[src/rtl/lcrs_pkg.sv]
// Shared constants and types of the load cell reading scaler.
package lcrs_pkg;

  localparam int RAW_BITS   = 24;
  localparam int WORD_W     = 24;
  localparam int TIME_W     = 32;
  localparam int MASS_W     = 32;
  localparam int CFG_IDX_W  = 3;
  localparam int CFG_DATA_W = 24;
  localparam int MIN_IVL_W  = 16;
  localparam int MARGIN_W   = 23;
  localparam int NUM_W      = 24;
  localparam int DEN_W      = 16;
  localparam int MASS_SCALE = 1000;

  // Serial multiply and divide datapath widths.
  localparam int MAG_W  = WORD_W;
  localparam int MULT_W = DEN_W + 10;
  localparam int PROD_W = MAG_W + MULT_W;
  localparam int DIV_W  = NUM_W;
  localparam int QUOT_W = MASS_W;

  typedef enum logic [CFG_IDX_W-1:0] {
    CFG_MIN_INTERVAL = 3'd0,
    CFG_LIMIT_MARGIN = 3'd1,
    CFG_CAL_ENABLED  = 3'd2,
    CFG_COUNTS_NUM   = 3'd3,
    CFG_COUNTS_DEN   = 3'd4,
    CFG_TARE_OFFSET  = 3'd5,
    CFG_TARE_VALID   = 3'd6
  } cfg_idx_t;

  typedef struct packed {
    logic              start;
    logic [MAG_W-1:0]  mag;
    logic [MULT_W-1:0] mult;
    logic [DIV_W-1:0]  divisor;
  } md_req_t;

  typedef struct packed {
    logic              done;
    logic              ovf;
    logic [QUOT_W-1:0] quot;
  } md_res_t;

endpackage

[src/rtl/load_cell_reading_scaler.sv]
// Top level of the load cell reading scaler: poll gating, tare, scaling, result register.
//
// Each input word is one poll of the converter: a millisecond time, the
// ready level and the 24-bit raw word. Every accepted input word yields
// exactly one output word on the valid/ready result channel. A poll that is
// not taken (converter not ready, or the minimum interval not yet elapsed)
// yields a word with every field zero.
//
// A taken reading with tare and scale factor provisioned runs through a
// serial unit: a shift-and-add multiply by 1000 times the denominator, then
// a restoring divide by the numerator. No new input word is taken while an
// item is in flight; the input reopens once a word moves into the output
// register, so the next poll may enter while that word still waits.
//
// Configuration writes (cfg_wr_en, one register per cycle) belong in idle
// time; unknown indexes are ignored. Synchronous reset clears the state, the
// settings, the last read time and the output valid. If the receiver stalls,
// the output word holds and the block stops taking input after one more.
module load_cell_reading_scaler (
  input  logic                               clk,
  input  logic                               rst_n,
  input  logic                               in_valid,
  output logic                               in_ready,
  input  logic [lcrs_pkg::TIME_W-1:0]        in_now_ms,
  input  logic                               in_data_ready,
  input  logic [lcrs_pkg::WORD_W-1:0]        in_raw_word,
  output logic                               out_valid,
  input  logic                               out_ready,
  output logic                               out_read_taken,
  output logic signed [lcrs_pkg::WORD_W-1:0] out_raw_value,
  output logic                               out_near_limit,
  output logic                               out_mass_valid,
  output logic signed [lcrs_pkg::MASS_W-1:0] out_mass_mg,
  input  logic                               cfg_wr_en,
  input  logic [lcrs_pkg::CFG_IDX_W-1:0]     cfg_index,
  input  logic [lcrs_pkg::CFG_DATA_W-1:0]    cfg_data
);
  import lcrs_pkg::*;

  localparam int SHIFT = WORD_W - RAW_BITS;
  localparam logic signed [WORD_W:0] FULL_MAX = (WORD_W + 1)'((1 << (RAW_BITS - 1)) - 1);
  localparam logic signed [WORD_W:0] FULL_MIN = -FULL_MAX - 1;
  localparam logic [QUOT_W-1:0] NEG_LIMIT = {1'b1, {(QUOT_W - 1){1'b0}}};

  typedef enum logic [2:0] {
    ST_IDLE = 3'b001,
    ST_CALC = 3'b010,
    ST_FIN  = 3'b100
  } state_t;

  // Configuration registers.
  logic [MIN_IVL_W-1:0] min_ivl_r;
  logic [MARGIN_W-1:0]  margin_r;
  logic                 cal_en_r;
  logic [NUM_W-1:0]     num_r;
  logic [DEN_W-1:0]     den_r;
  logic [WORD_W-1:0]    tare_r;
  logic                 tare_valid_r;

  state_t               state_r, state_nxt;
  logic [TIME_W-1:0]    last_r, last_nxt;

  // Result of the item in flight.
  logic                     taken_r, taken_nxt;
  logic [WORD_W-1:0]        raw_r, raw_nxt;
  logic                     near_r, near_nxt;
  logic                     neg_r, neg_nxt;
  logic                     mvalid_r, mvalid_nxt;
  logic [MASS_W-1:0]        mass_r, mass_nxt;

  // Output register.
  logic                     out_valid_r, out_valid_nxt;
  logic                     o_taken_r, o_taken_nxt;
  logic [WORD_W-1:0]        o_raw_r, o_raw_nxt;
  logic                     o_near_r, o_near_nxt;
  logic                     o_mvalid_r, o_mvalid_nxt;
  logic [MASS_W-1:0]        o_mass_r, o_mass_nxt;

  logic                     accept;
  logic [WORD_W-1:0]        raw_shl;
  logic signed [WORD_W-1:0] raw_sx;
  logic signed [WORD_W:0]   raw_ext;
  logic signed [WORD_W:0]   lo_lim;
  logic signed [WORD_W:0]   hi_lim;
  logic signed [WORD_W:0]   counts;
  logic [WORD_W:0]          cmag;
  logic [TIME_W-1:0]        elapsed;
  logic                     take;
  logic                     calc_ok;
  logic                     q_fits;
  logic                     out_free;
  md_req_t                  md_req;
  md_res_t                  md_res;

  // Only the low RAW_BITS bits of the raw word carry the reading.
  assign raw_shl = in_raw_word << SHIFT;
  assign raw_sx  = $signed(raw_shl) >>> SHIFT;
  assign raw_ext = {raw_sx[WORD_W-1], raw_sx};

  assign lo_lim = FULL_MIN + $signed({2'b00, margin_r});
  assign hi_lim = FULL_MAX - $signed({2'b00, margin_r});

  assign counts = raw_ext - $signed({tare_r[WORD_W-1], tare_r});
  assign cmag   = counts[WORD_W] ? (WORD_W + 1)'(0) - counts : counts;

  // A stored time of zero means no reading has been taken yet.
  assign elapsed = in_now_ms - last_r;
  assign take    = in_data_ready &&
                   ((last_r == '0) || (elapsed >= TIME_W'(min_ivl_r)));
  assign calc_ok = tare_valid_r && cal_en_r && (num_r != '0) && (den_r != '0);

  assign in_ready = (state_r == ST_IDLE);
  assign accept   = in_valid && in_ready;
  assign out_free = !out_valid_r || out_ready;

  assign md_req.start   = accept && take && calc_ok;
  assign md_req.mag     = cmag[MAG_W-1:0];
  assign md_req.mult    = MULT_W'(den_r) * MULT_W'(MASS_SCALE);
  assign md_req.divisor = num_r;

  lcrs_muldiv u_muldiv (
    .clk   (clk),
    .rst_n (rst_n),
    .req   (md_req),
    .res   (md_res)
  );

  // The quotient magnitude may reach 2^31 only for a negative mass.
  assign q_fits = !md_res.ovf && (neg_r ? (md_res.quot <= NEG_LIMIT) : !md_res.quot[QUOT_W-1]);

  always_comb begin
    state_nxt     = state_r;
    last_nxt      = last_r;
    taken_nxt     = taken_r;
    raw_nxt       = raw_r;
    near_nxt      = near_r;
    neg_nxt       = neg_r;
    mvalid_nxt    = mvalid_r;
    mass_nxt      = mass_r;
    out_valid_nxt = out_valid_r && !out_ready;
    o_taken_nxt   = o_taken_r;
    o_raw_nxt     = o_raw_r;
    o_near_nxt    = o_near_r;
    o_mvalid_nxt  = o_mvalid_r;
    o_mass_nxt    = o_mass_r;
    case (state_r)
      ST_IDLE: begin
        if (accept) begin
          taken_nxt  = 1'b0;
          raw_nxt    = '0;
          near_nxt   = 1'b0;
          neg_nxt    = 1'b0;
          mvalid_nxt = 1'b0;
          mass_nxt   = '0;
          state_nxt  = ST_FIN;
          if (take) begin
            last_nxt  = in_now_ms;
            taken_nxt = 1'b1;
            raw_nxt   = raw_sx;
            near_nxt  = (raw_ext <= lo_lim) || (raw_ext >= hi_lim);
            neg_nxt   = counts[WORD_W];
            if (calc_ok) begin
              state_nxt = ST_CALC;
            end
          end
        end
      end
      ST_CALC: begin
        if (md_res.done) begin
          mvalid_nxt = q_fits;
          if (!q_fits) begin
            mass_nxt = '0;
          end else if (neg_r) begin
            mass_nxt = MASS_W'(0) - md_res.quot;
          end else begin
            mass_nxt = md_res.quot;
          end
          state_nxt = ST_FIN;
        end
      end
      ST_FIN: begin
        if (out_free) begin
          out_valid_nxt = 1'b1;
          o_taken_nxt   = taken_r;
          o_raw_nxt     = raw_r;
          o_near_nxt    = near_r;
          o_mvalid_nxt  = mvalid_r;
          o_mass_nxt    = mass_r;
          state_nxt     = ST_IDLE;
        end
      end
      default: state_nxt = ST_IDLE;
    endcase
  end

  always_ff @(posedge clk) begin
    if (!rst_n) begin
      state_r      <= ST_IDLE;
      last_r       <= '0;
      out_valid_r  <= 1'b0;
      min_ivl_r    <= '0;
      margin_r     <= '0;
      cal_en_r     <= 1'b0;
      num_r        <= '0;
      den_r        <= '0;
      tare_r       <= '0;
      tare_valid_r <= 1'b0;
    end else begin
      state_r     <= state_nxt;
      last_r      <= last_nxt;
      out_valid_r <= out_valid_nxt;
      if (cfg_wr_en) begin
        case (cfg_index)
          CFG_MIN_INTERVAL: min_ivl_r    <= cfg_data[MIN_IVL_W-1:0];
          CFG_LIMIT_MARGIN: margin_r     <= cfg_data[MARGIN_W-1:0];
          CFG_CAL_ENABLED:  cal_en_r     <= cfg_data[0];
          CFG_COUNTS_NUM:   num_r        <= cfg_data[NUM_W-1:0];
          CFG_COUNTS_DEN:   den_r        <= cfg_data[DEN_W-1:0];
          CFG_TARE_OFFSET:  tare_r       <= cfg_data[WORD_W-1:0];
          CFG_TARE_VALID:   tare_valid_r <= cfg_data[0];
          default: ;
        endcase
      end
    end
  end

  always_ff @(posedge clk) begin
    taken_r    <= taken_nxt;
    raw_r      <= raw_nxt;
    near_r     <= near_nxt;
    neg_r      <= neg_nxt;
    mvalid_r   <= mvalid_nxt;
    mass_r     <= mass_nxt;
    o_taken_r  <= o_taken_nxt;
    o_raw_r    <= o_raw_nxt;
    o_near_r   <= o_near_nxt;
    o_mvalid_r <= o_mvalid_nxt;
    o_mass_r   <= o_mass_nxt;
  end

  assign out_valid      = out_valid_r;
  assign out_read_taken = o_taken_r;
  assign out_raw_value  = o_raw_r;
  assign out_near_limit = o_near_r;
  assign out_mass_valid = o_mvalid_r;
  assign out_mass_mg    = o_mass_r;

endmodule

[src/rtl/lcrs_muldiv.sv]
// Bit-serial unsigned multiply followed by a restoring divide, one bit per cycle.
module lcrs_muldiv (
  input  logic              clk,
  input  logic              rst_n,
  input  lcrs_pkg::md_req_t req,
  output lcrs_pkg::md_res_t res
);
  import lcrs_pkg::*;

  localparam int CNT_W = $clog2(PROD_W + 1);

  typedef enum logic [2:0] {
    MD_IDLE = 3'b001,
    MD_MUL  = 3'b010,
    MD_DIV  = 3'b100
  } md_state_t;

  md_state_t         state_r, state_nxt;
  logic [CNT_W-1:0]  cnt_r, cnt_nxt;
  logic [PROD_W-1:0] prod_r, prod_nxt;
  logic [MULT_W-1:0] mult_r, mult_nxt;
  logic [DIV_W-1:0]  div_r, div_nxt;
  logic [DIV_W-1:0]  rem_r, rem_nxt;
  logic [QUOT_W-1:0] q_r, q_nxt;
  logic              ovf_r, ovf_nxt;
  logic              done_r, done_nxt;

  logic [MULT_W:0]   sum;
  logic [DIV_W:0]    trial;
  logic [DIV_W:0]    diff;
  logic              ge;

  assign sum   = {1'b0, prod_r[PROD_W-1:MAG_W]} + {1'b0, (prod_r[0] ? mult_r : '0)};
  assign trial = {rem_r, prod_r[PROD_W-1]};
  assign diff  = trial - {1'b0, div_r};
  assign ge    = trial >= {1'b0, div_r};

  always_comb begin
    state_nxt = state_r;
    cnt_nxt   = cnt_r;
    prod_nxt  = prod_r;
    mult_nxt  = mult_r;
    div_nxt   = div_r;
    rem_nxt   = rem_r;
    q_nxt     = q_r;
    ovf_nxt   = ovf_r;
    done_nxt  = 1'b0;
    case (state_r)
      MD_IDLE: begin
        if (req.start) begin
          prod_nxt  = {{MULT_W{1'b0}}, req.mag};
          mult_nxt  = req.mult;
          div_nxt   = req.divisor;
          cnt_nxt   = '0;
          state_nxt = MD_MUL;
        end
      end
      MD_MUL: begin
        prod_nxt = {sum, prod_r[MAG_W-1:1]};
        cnt_nxt  = cnt_r + 1'b1;
        if (cnt_r == CNT_W'(MAG_W - 1)) begin
          cnt_nxt   = '0;
          rem_nxt   = '0;
          q_nxt     = '0;
          ovf_nxt   = 1'b0;
          state_nxt = MD_DIV;
        end
      end
      MD_DIV: begin
        prod_nxt = prod_r << 1;
        rem_nxt  = ge ? diff[DIV_W-1:0] : trial[DIV_W-1:0];
        q_nxt    = {q_r[QUOT_W-2:0], ge};
        // Any quotient bit pushed past the top marks the result as too large.
        ovf_nxt  = ovf_r | q_r[QUOT_W-1];
        cnt_nxt  = cnt_r + 1'b1;
        if (cnt_r == CNT_W'(PROD_W - 1)) begin
          done_nxt  = 1'b1;
          state_nxt = MD_IDLE;
        end
      end
      default: state_nxt = MD_IDLE;
    endcase
  end

  always_ff @(posedge clk) begin
    if (!rst_n) begin
      state_r <= MD_IDLE;
      cnt_r   <= '0;
      done_r  <= 1'b0;
    end else begin
      state_r <= state_nxt;
      cnt_r   <= cnt_nxt;
      done_r  <= done_nxt;
    end
  end

  always_ff @(posedge clk) begin
    prod_r <= prod_nxt;
    mult_r <= mult_nxt;
    div_r  <= div_nxt;
    rem_r  <= rem_nxt;
    q_r    <= q_nxt;
    ovf_r  <= ovf_nxt;
  end

  assign res.done = done_r;
  assign res.ovf  = ovf_r;
  assign res.quot = q_r;

endmodule

[config.mk]
export PLATFORM = sky130hd
export DESIGN_NAME = load_cell_reading_scaler
export DESIGN_NICKNAME = d
export VERILOG_FILES = /design/src/rtl/lcrs_pkg.sv /design/src/rtl/load_cell_reading_scaler.sv /design/src/rtl/lcrs_muldiv.sv
export SDC_FILE = /design/constraint.sdc
export NUM_CORES = 1
export LEC_CHECK = 0
export BUFFER_PORTS_ARGS = -buffer_cell sky130_fd_sc_hd__buf_2
export CAP_MARGIN = 20
export CORE_MARGIN = 4
export CORE_UTILIZATION = 42
export DETAILED_ROUTE_END_ITERATION = 16
export PLACE_DENSITY = 0.57
export SYNTH_ARGS = -nofsm -noshare
export SYNTH_HDL_FRONTEND = slang
export SYNTH_SLANG_ARGS = --single-unit
[constraint.sdc]
create_clock -name clk -period 12.78 [get_ports clk]
set_clock_uncertainty 0.05 [all_clocks]
set_input_delay 0.639 -clock clk [delete_from_list [all_inputs] [get_ports clk]]
set_output_delay 0.639 -clock clk [all_outputs]
set_load 0.01 [all_outputs]
==> results.sh, run 1 <==
export IMPL_status="completed"
export IMPL_first_pass_iters=5
export IMPL_tightest_slew_ns=1.06
export IMPL_die_area_mm2=0.0660
export IMPL_synthesis_area_mm2=0.0260
export IMPL_critical_path_class="reg2reg"
export IMPL_hold_buffers=0
export IMPL_clk_latency_ns=0.61
export IMPL_synth_ff_type="edfxtp_1"
export IMPL_hold_viol=0
export IMPL_synth_edf_count=273
export IMPL_reg2reg_depth=17
export IMPL_numCtsBuffers=49
export IMPL_min_from="in_now_ms[16]"
export IMPL_gr_total_overflow=0
export IMPL_synthArstFlopShare=0
export IMPL_fin_nets=3182
export IMPL_regToRegEndpoint="u_muldiv.mult_r[25]"
export IMPL_period_share=0.461
export IMPL_root_buffer="clkbuf_16"
export IMPL_cp_end_kind="flop"
export IMPL_synth_common_cells="nand2_1, edfxtp_1, ha_1"
export IMPL_ir_drop_mv=0.0978
export IMPL_die_y_um=257
export IMPL_setup_slack_ns=6.89
export IMPL_start_util=0.428
export IMPL_grt_busiest_layer="met2"
export IMPL_ant_nets=0
export IMPL_max_cap_violations=0
export IMPL_synthMuxAreaShare=0.0224
export IMPL_synth_most_common_cell="nand2_1"
export IMPL_synth_compound_area_frac=0.143
export IMPL_post_route_util=0.481
export IMPL_cts_sinks=424
export IMPL_vias=19600
export IMPL_use_met2=0.316
export IMPL_core_area_mm2=0.0608
export IMPL_die_w_um=257
export IMPL_grt_use_total=0.186
export IMPL_fmax_ghz=0.170
export IMPL_crit_fanout=8
export IMPL_synth_simple_area_share=0.161
export IMPL_grt_antenna_before_repair=7
export IMPL_grt_pass1_wl_mm=101
export IMPL_cts_tree="done"
export IMPL_hold_path_class="in2reg"
export IMPL_r2r_start="den_r[2]"
export IMPL_cts_setup_buffers=0
export IMPL_min_period_ns=5.89
export IMPL_netlist_top_cell_by_area="edfxtp_1"
export IMPL_synth_net_count=3051
export IMPL_final_area_mm2=0.0292
export IMPL_drcViolationCount=0
export IMPL_io_buffers=149
export IMPL_synth_seq_cells=424
export IMPL_startpoint_type="flop"
export IMPL_rsz0062_at_grt="false"
export IMPL_routedWlPerCell_um=17.3
export IMPL_slew_headroom=0.293
export IMPL_seq_area_frac_synth=0.431
export IMPL_slew_violations=0
export IMPL_synth_avg_cell_area_um2=9.73
export IMPL_p_per_area_mw_per_mm2=112
export IMPL_clock_path_buffers=3
export IMPL_dpl_hpwl_mm=46.9
export IMPL_yosys_warnings=0
export IMPL_synth_area_leaders="edfxtp_1, dfxtp_1, ha_1, nand2_1, fa_1"
export IMPL_yosysUniqueCellTypes=81
export IMPL_viasPerCell=5.39
export IMPL_synthAdderAreaFrac=0.155
export IMPL_clkTransAtPathRegs_ns=0.06
export IMPL_met1_usage=0.249
export IMPL_rows=90
export IMPL_wl_mm=62.8
export IMPL_place_area_mm2=0.0276
export IMPL_hold_path_end="last_r[16]"
export IMPL_ios=150
export IMPL_place_worst_setup_slack_ns=6.47
export IMPL_gp_congestion=0.897
export IMPL_reg2reg_slack_ns=6.89
export IMPL_grt_max_degree=75
export IMPL_setup_viol=0
export IMPL_syn2layout_area_growth_pct=12.3
export IMPL_whs_path_depth=3
export IMPL_tns_ns=0
export IMPL_cp_data_arrival_time_ns=6.16
export IMPL_drive_gt1_frac=0.0987
export IMPL_p_leak_nw=11.3
export IMPL_synth_xor_area_frac=0.0471
export IMPL_syn_inst=2675
export IMPL_synth_top_family_by_area="simple AND/OR/NAND/NOR gates"
export IMPL_use_met3=0.0309
export IMPL_htreeDepth=2
export IMPL_cts_resized=0
export IMPL_synth_top_cell_area_share=0.315
export IMPL_grt_pass1_vias=19500
export IMPL_worstPathRequired_ns=13.06
export IMPL_initialDrtViolationCount=1282
==> logic make-up (layout without fill, tap and decap cells) <==
group,count (synthesis),after routing
compound gates,597,597
xor+xnor,140,140
fa+ha+maj,287,287
buf+inv,280,451
flops,424,424
mux,58,58
other cells,0,1
simple gates,889,889
==> report_power, final <==
part	switching [mW]	internal (mW)
logic	0.238	0.155
registers	0.0182	1.49
clock network	0.589	0.786
total	0.844	2.43
==> critical path, cell delays in order (launching register included) <==
cell and delay [ns]:
dfxtp_1 0.55, fa_1 0.51, inv_1 0.09, fa_1 0.44, fa_1 0.51, inv_1 0.05, fa_1 0.45, ha_1 0.33
inv_1 0.08, o21bai_1 0.09, a2111oi_0 0.64, o31ai_1 0.24, o41ai_1 0.46, o21ai_0 0.21, or4_1 0.46, a31o_2 0.25
a21oi_1 0.17, xnor2_1 0.08
==> worst max path at each step <==
| stage | start | endpoint | slack (ns) | depth (start not counted) |
|---|---|---|---|---|
| final | den_r[2] | u_muldiv.mult_r[25] | 6.89 | 17 |
| after global routing | last_r[2] | last_r[4] | 6.36 | 21 |
| after CTS | last_r[2] | last_r[4] | 6.87 | 21 |
| after detailed placement | in_now_ms[0] | last_r[18] | 6.47 | 23 |
| after global placement | in_now_ms[0] | last_r[26] | 6.59 | 23 |
| after floorplan | in_valid | u_muldiv.cnt_r[3] | 5.75 | 4 |
==> layer usage <==
metal / up-vias / routed length, µm
met4: 6 / 1410
met5: - / 39
met1: 9296 / 28800
met3: 96 / 3390
li1: 9727 / -
met2: 439 / 29100
==> stage by stage <==
stage          hold WS, ns  instances  total power, mW
6_report             0.236       3629             3.27
4_1_cts              0.196       3624             3.31
3_3_place_gp         0.353       3533             1.91
5_1_grt              0.219       3628             3.42
2_1_floorplan        0.350       2675             1.80
3_5_place_dp         0.355       3533             1.92
==> layout make-up <==
type                    instances  area, µm²
clock buffers                  60       1290
well taps                     782        978
flip-flops and latches        424      11200
multi-input cells            1971      13800
repair buffers                167        925
fillers                      5676      31600
clock inverters                31        305
inverters                     193        726
diodes                          1       2.50
==> placed cells by master, fill, tap and decap left out, types with 23 or more instances in the layout <==
cell       count
nand2b_1      31
o21ai_0      119
o21a_1        23
fa_1          58
a22oi_1       24
dfxtp_1      151
edfxtp_1     273
buf_2        149
nand2_1      399
and3_1        42
ha_1         229
a21o_1        39
nor2_1       154
and2_1        58
nor3_1        32
clkbuf_16     49
xnor2_1       68
inv_1        191
xor2_1        72
a21oi_1      225
nand3_1       33
mux2i_1       57
==> state kept, by name, summed over array words and instances (netlist names), 32 cells and up <==
register / cells
last_r: 32
u_muldiv.prod_r: 50
u_muldiv.q_r: 32
mass_r: 32
out_mass_mg: 32
No activity file was read; power rests on OpenSTA's default activity.
==> run 2: changes to the inputs <==
Clock period 12.78 ns to 5.94 ns, I/O delays scaled along.
==> results.sh, run 2 (synthesized netlist as in run 1, its figures left out) <==
export IMPL_status="completed"
export IMPL_grt_use_total=0.190
export IMPL_tns_ns=0
export IMPL_core_area_mm2=0.0608
export IMPL_cts_setup_buffers=0
export IMPL_grt_antenna_before_repair=6
export IMPL_rows=90
export IMPL_largest_register="u_muldiv.prod_r"
export IMPL_cp_data_arrival_time_ns=5.91
export IMPL_grt_max_degree=80
export IMPL_cts_tree="done"
export IMPL_post_route_util=0.493
export IMPL_tightest_slew_ns=1.05
export IMPL_clkTransAtPathRegs_ns=0.06
export IMPL_ios=150
export IMPL_gp_congestion=0.912
export IMPL_critical_path_class="reg2reg"
export IMPL_min_from="cfg_data[5]"
export IMPL_initialDrtViolationCount=1183
export IMPL_period_share=0.946
export IMPL_drive_gt1_frac=0.0992
export IMPL_ant_nets=0
export IMPL_place_area_mm2=0.0276
export IMPL_fin_nets=3248
export IMPL_final_cell_mix="nand2_1, edfxtp_1, ha_1"
export IMPL_layout_commonest_cell="nand2_1"
export IMPL_cts_sinks=424
export IMPL_die_w_um=257
export IMPL_die_y_um=257
export IMPL_grt_pass1_vias=20200
export IMPL_worstPathRequired_ns=6.23
export IMPL_r2r_start="den_r[0]"
export IMPL_grt_pass1_wl_mm=103
export IMPL_p_leak_nw=11.7
export IMPL_place_worst_setup_slack_ns=0.155
export IMPL_numCtsBuffers=48
export IMPL_drcViolationCount=0
export IMPL_io_buffers=149
export IMPL_fmax_ghz=0.178
export IMPL_root_buffer="clkbuf_16"
export IMPL_cp_end_kind="flop"
export IMPL_largest_reg_flops=50
export IMPL_crit_fanout=7
export IMPL_vias=20000
export IMPL_syn2layout_area_growth_pct=15.2
export IMPL_viasPerCell=5.40
export IMPL_hold_path_class="in2reg"
export IMPL_start_util=0.428
export IMPL_reg2reg_slack_ns=0.32
export IMPL_ir_drop_mv=0.359
export IMPL_p_per_area_mw_per_mm2=241
export IMPL_hold_path_end="tare_r[5]"
export IMPL_setup_slack_ns=0.320
export IMPL_startpoint_type="flop"
export IMPL_gr_total_overflow=0
export IMPL_clock_path_buffers=3
export IMPL_setup_viol=0
export IMPL_whs_path_depth=3
export IMPL_slew_headroom=0.298
export IMPL_clk_latency_ns=0.63
export IMPL_min_period_ns=5.62
export IMPL_hold_viol=0
export IMPL_final_area_mm2=0.0300
export IMPL_dpl_hpwl_mm=47.4
export IMPL_htreeDepth=2
export IMPL_max_cap_violations=0
export IMPL_first_pass_iters=7
export IMPL_slew_violations=0
export IMPL_rsz0062_at_grt="false"
export IMPL_wl_mm=63.8
export IMPL_routedWlPerCell_um=17.3
export IMPL_die_area_mm2=0.0660
export IMPL_regToRegEndpoint="u_muldiv.mult_r[25]"
export IMPL_reg2reg_depth=17
run 2: cell types whose count changed in the layout (fill, tap and decap cells not counted), moves of 3 or more:
cell | previous run | this run
clkbuf_2 | 0 | 5
clkinv_1 | 6 | 3
clkinv_2 | 14 | 6
dlygate4sd3_1 | 0 | 61
buf_4 | 14 | 20
bufinv_16 | 3 | 6
run 2: worst max-delay path: stages, from the launching register on:
cell	delay, ns
dfxtp_1	0.39
fa_1	0.58
inv_1	0.06
fa_1	0.47
fa_1	0.51
inv_1	0.05
fa_1	0.46
ha_1	0.34
inv_1	0.08
o21bai_1	0.09
a2111oi_1	0.55
o31ai_1	0.25
o41ai_2	0.34
o21ai_0	0.19
or4_1	0.46
a31o_2	0.25
a21oi_1	0.17
xnor2_1	0.08
run 2: through the flow:
stage          power [mW]  instances  hold slack [ns]
6_report             7.21       3697           0.0362
5_1_grt              7.55       3697          0.00995
4_1_cts              7.30       3692          0.00102
3_5_place_dp         4.14       3541            0.355
3_3_place_gp         4.12       3540            0.353
2_1_floorplan        3.88       2675            0.350
run 2: power by group:
group / switching (mW) / internal, mW / leakage [nW]
Combinational: 0.525 / 0.363 / 7.22
Clock: 1.26 / 1.83 / 0.807
Sequential: 0.0375 / 3.20 / 3.63
run 2: worst max path at each step:
stage | startpoint | endpoint | cells past startpoint
floorplan | u_muldiv.state_r[2] | u_muldiv.ovf_r | 4
global placement | den_r[0] | u_muldiv.mult_r[25] | 17
global route | in_now_ms[0] | u_muldiv.state_r[0] | 24
detailed placement | in_now_ms[0] | u_muldiv.state_r[0] | 23
CTS | den_r[0] | u_muldiv.mult_r[25] | 17
finish | den_r[0] | u_muldiv.mult_r[25] | 17
run 2: area by class of cell:
type | count | area, µm²
Antenna cell | 3 | 7.51
Inverter | 193 | 731
Sequential cell | 424 | 11200
Timing Repair Buffer | 234 | 1570
Tap cell | 782 | 978
Multi-Input combinational cell | 1971 | 13800
Clock inverter | 23 | 353
Clock buffer | 67 | 1310
Fill cell | 5585 | 30800
run 2: timing repair:
action	4_1_cts	5_1_grt
gates resized for setup	0	5
setup endpoints to repair	0	49
hold buffers	61	0
hold endpoints to repair	94	0
run 2: per-layer routing:
metal | vias up | track usage | wire length, µm
li1 | 9868 | - | -
met4 | 0 | 0.0609 | 1710
met1 | 9511 | 0.252 | 29300
met2 | 469 | 0.321 | 29600
met3 | 109 | 0.0290 | 3170
met5 | - | 0 | 0
==> run 3: changes to the inputs <==
Settings changed: CTS_BUF_LIST set to sky130_fd_sc_hd__clkbuf_8.
==> results.sh, run 3 (synthesized netlist as in run 1, its figures left out) <==
export IMPL_clock_path_buffers=3
export IMPL_htreeDepth=3
export IMPL_root_buffer="clkbuf_8"
export IMPL_core_area_mm2=0.0608
export IMPL_final_cell_mix="nand2_1, edfxtp_1, ha_1"
export IMPL_whs_path_depth=4
export IMPL_final_area_mm2=0.0300
export IMPL_dpl_hpwl_mm=47.4
export IMPL_period_share=0.944
export IMPL_routedWlPerCell_um=17.1
export IMPL_vias=20200
export IMPL_cp_cell_sequence="fa_1 -> inv_1 -> fa_1 -> fa_1 -> inv_1 -> fa_1 -> ha_1 -> inv_1 -> o21bai_1 -> a2111oi_1 -> o31ai_1 -> o41ai_2 -> o21ai_0 -> or4_1 -> a31o_2 -> a21oi_1 -> xnor2_1"
export IMPL_critPathSlowestCell="fa_1"
export IMPL_slew_violations=0
export IMPL_cp_depth=17
export IMPL_die_w_um=257
export IMPL_slew_headroom=0.310
export IMPL_cp_end_kind="flop"
export IMPL_grt_antenna_before_repair=7
export IMPL_numCtsBuffers=75
export IMPL_tns_ns=0
export IMPL_io_buffers=149
export IMPL_reg2reg_depth=17
export IMPL_wl_mm=64.5
export IMPL_gp_congestion=0.912
export IMPL_gr_total_overflow=0
export IMPL_hold_viol=0
export IMPL_setup_viol=0
export IMPL_rsz0062_at_grt="false"
export IMPL_worstPathRequired_ns=6.29
export IMPL_die_area_mm2=0.0660
export IMPL_fin_nets=3295
export IMPL_place_worst_setup_slack_ns=0.155
export IMPL_p_per_area_mw_per_mm2=227
export IMPL_largest_reg_flops=50
export IMPL_multi_input_comb_area_mm2=0.0138
export IMPL_cts_tree="done"
export IMPL_tightest_slew_ns=1.03
export IMPL_dpl_cell_count=3541
export IMPL_die_y_um=257
export IMPL_syn2layout_area_growth_pct=15.2
export IMPL_place_area_mm2=0.0276
export IMPL_p_leak_nw=11.8
export IMPL_grt_max_degree=80
export IMPL_final_cells=3766
export IMPL_whs_ns=0.0595
export IMPL_grt_use_total=0.193
export IMPL_crit_fanout=7
export IMPL_layout_commonest_cell="nand2_1"
export IMPL_cp_data_arrival_time_ns=5.96
export IMPL_setup_slack_ns=0.330
export IMPL_ant_nets=0
export IMPL_ir_drop_mv=0.178
export IMPL_path_buf_inv=3
export IMPL_total_power_mw=6.80
export IMPL_min_period_ns=5.61
export IMPL_slowest_delay_ns=0.58
export IMPL_drive_gt1_frac=0.105
export IMPL_grt_pass1_wl_mm=105
export IMPL_crit_family="adder cells"
export IMPL_grt_pass1_vias=20600
export IMPL_fmax_ghz=0.178
export IMPL_crit_top_cell="fa_1"
export IMPL_first_pass_iters=5
export IMPL_startpoint_type="flop"
export IMPL_fill_cells=5619
export IMPL_hold_path_class="in2reg"
export IMPL_cts_setup_buffers=0
export IMPL_seq_area_mm2=0.0112
export IMPL_rows=90
export IMPL_drcViolationCount=0
export IMPL_ios=150
export IMPL_critical_path_class="reg2reg"
export IMPL_clkTransAtPathRegs_ns=0.06
export IMPL_status="completed"
export IMPL_start_util=0.428
export IMPL_viasPerCell=5.36
export IMPL_largest_register="u_muldiv.prod_r"
export IMPL_post_route_util=0.493
export IMPL_cts_sinks=424
export IMPL_max_cap_violations=0
export IMPL_clk_latency_ns=0.68
export IMPL_initialDrtViolationCount=1112
run 3: changes by cell type in the layout (fill, tap and decap cells not counted), sizes merged:
cell / delta
bufinv: -4
clkbuf: +16
clkinv: +6
clkinvlp: -2
diode: +1
dlygate4sd3: +20
inv: +32
run 3: layer usage:
layer / wire (µm) / up-vias / GRT usage
li1: - / 9987 / -
met2: 30000 / 497 / 0.324
met1: 29500 / 9582 / 0.255
met5: 20 / - / 0
met3: 3300 / 101 / 0.0341
met4: 1700 / 2 / 0.0615
run 3: area by class of cell:
cell class	count	share of cell area
Clock inverter	55	0.0111
Inverter	193	0.0243
Tap cell	782	0.0326
Clock buffer	83	0.0381
Timing Repair Buffer	254	0.0591
Antenna cell	4	0.000334
Sequential cell	424	0.374
Multi-Input combinational cell	1971	0.460
run 3: report_power, final:
group,internal (mW),total (mW),switching [mW]
Sequential,3.20,3.24,0.0378
Combinational,0.371,0.895,0.524
Clock,1.39,2.67,1.28
Total,4.96,6.80,1.84
run 3: repair_timing:
action / CTS / global route
gates resized for setup: 0 / 5
endpoints found under the hold margin: 159 / 0
endpoints found under the setup margin: 0 / 49
hold buffers: 81 / 0
run 3: worst paths after layout:
check | startpoint | endpoint | slack, ns
max reg2reg | den_r[0] | u_muldiv.mult_r[25] | 0.33
max | den_r[0] | u_muldiv.mult_r[25] | 0.33
min | cfg_index[1] | cal_en_r | 0.06
min reg2reg | mass_r[31] | out_mass_mg[31] | 0.36
run 3: worst min-delay path: cells and delay by family:
kind	cells	cell delay [ns]
buffers and inverters	1	0.15
muxes	1	0.07
and+or+nand+nor	2	0.21
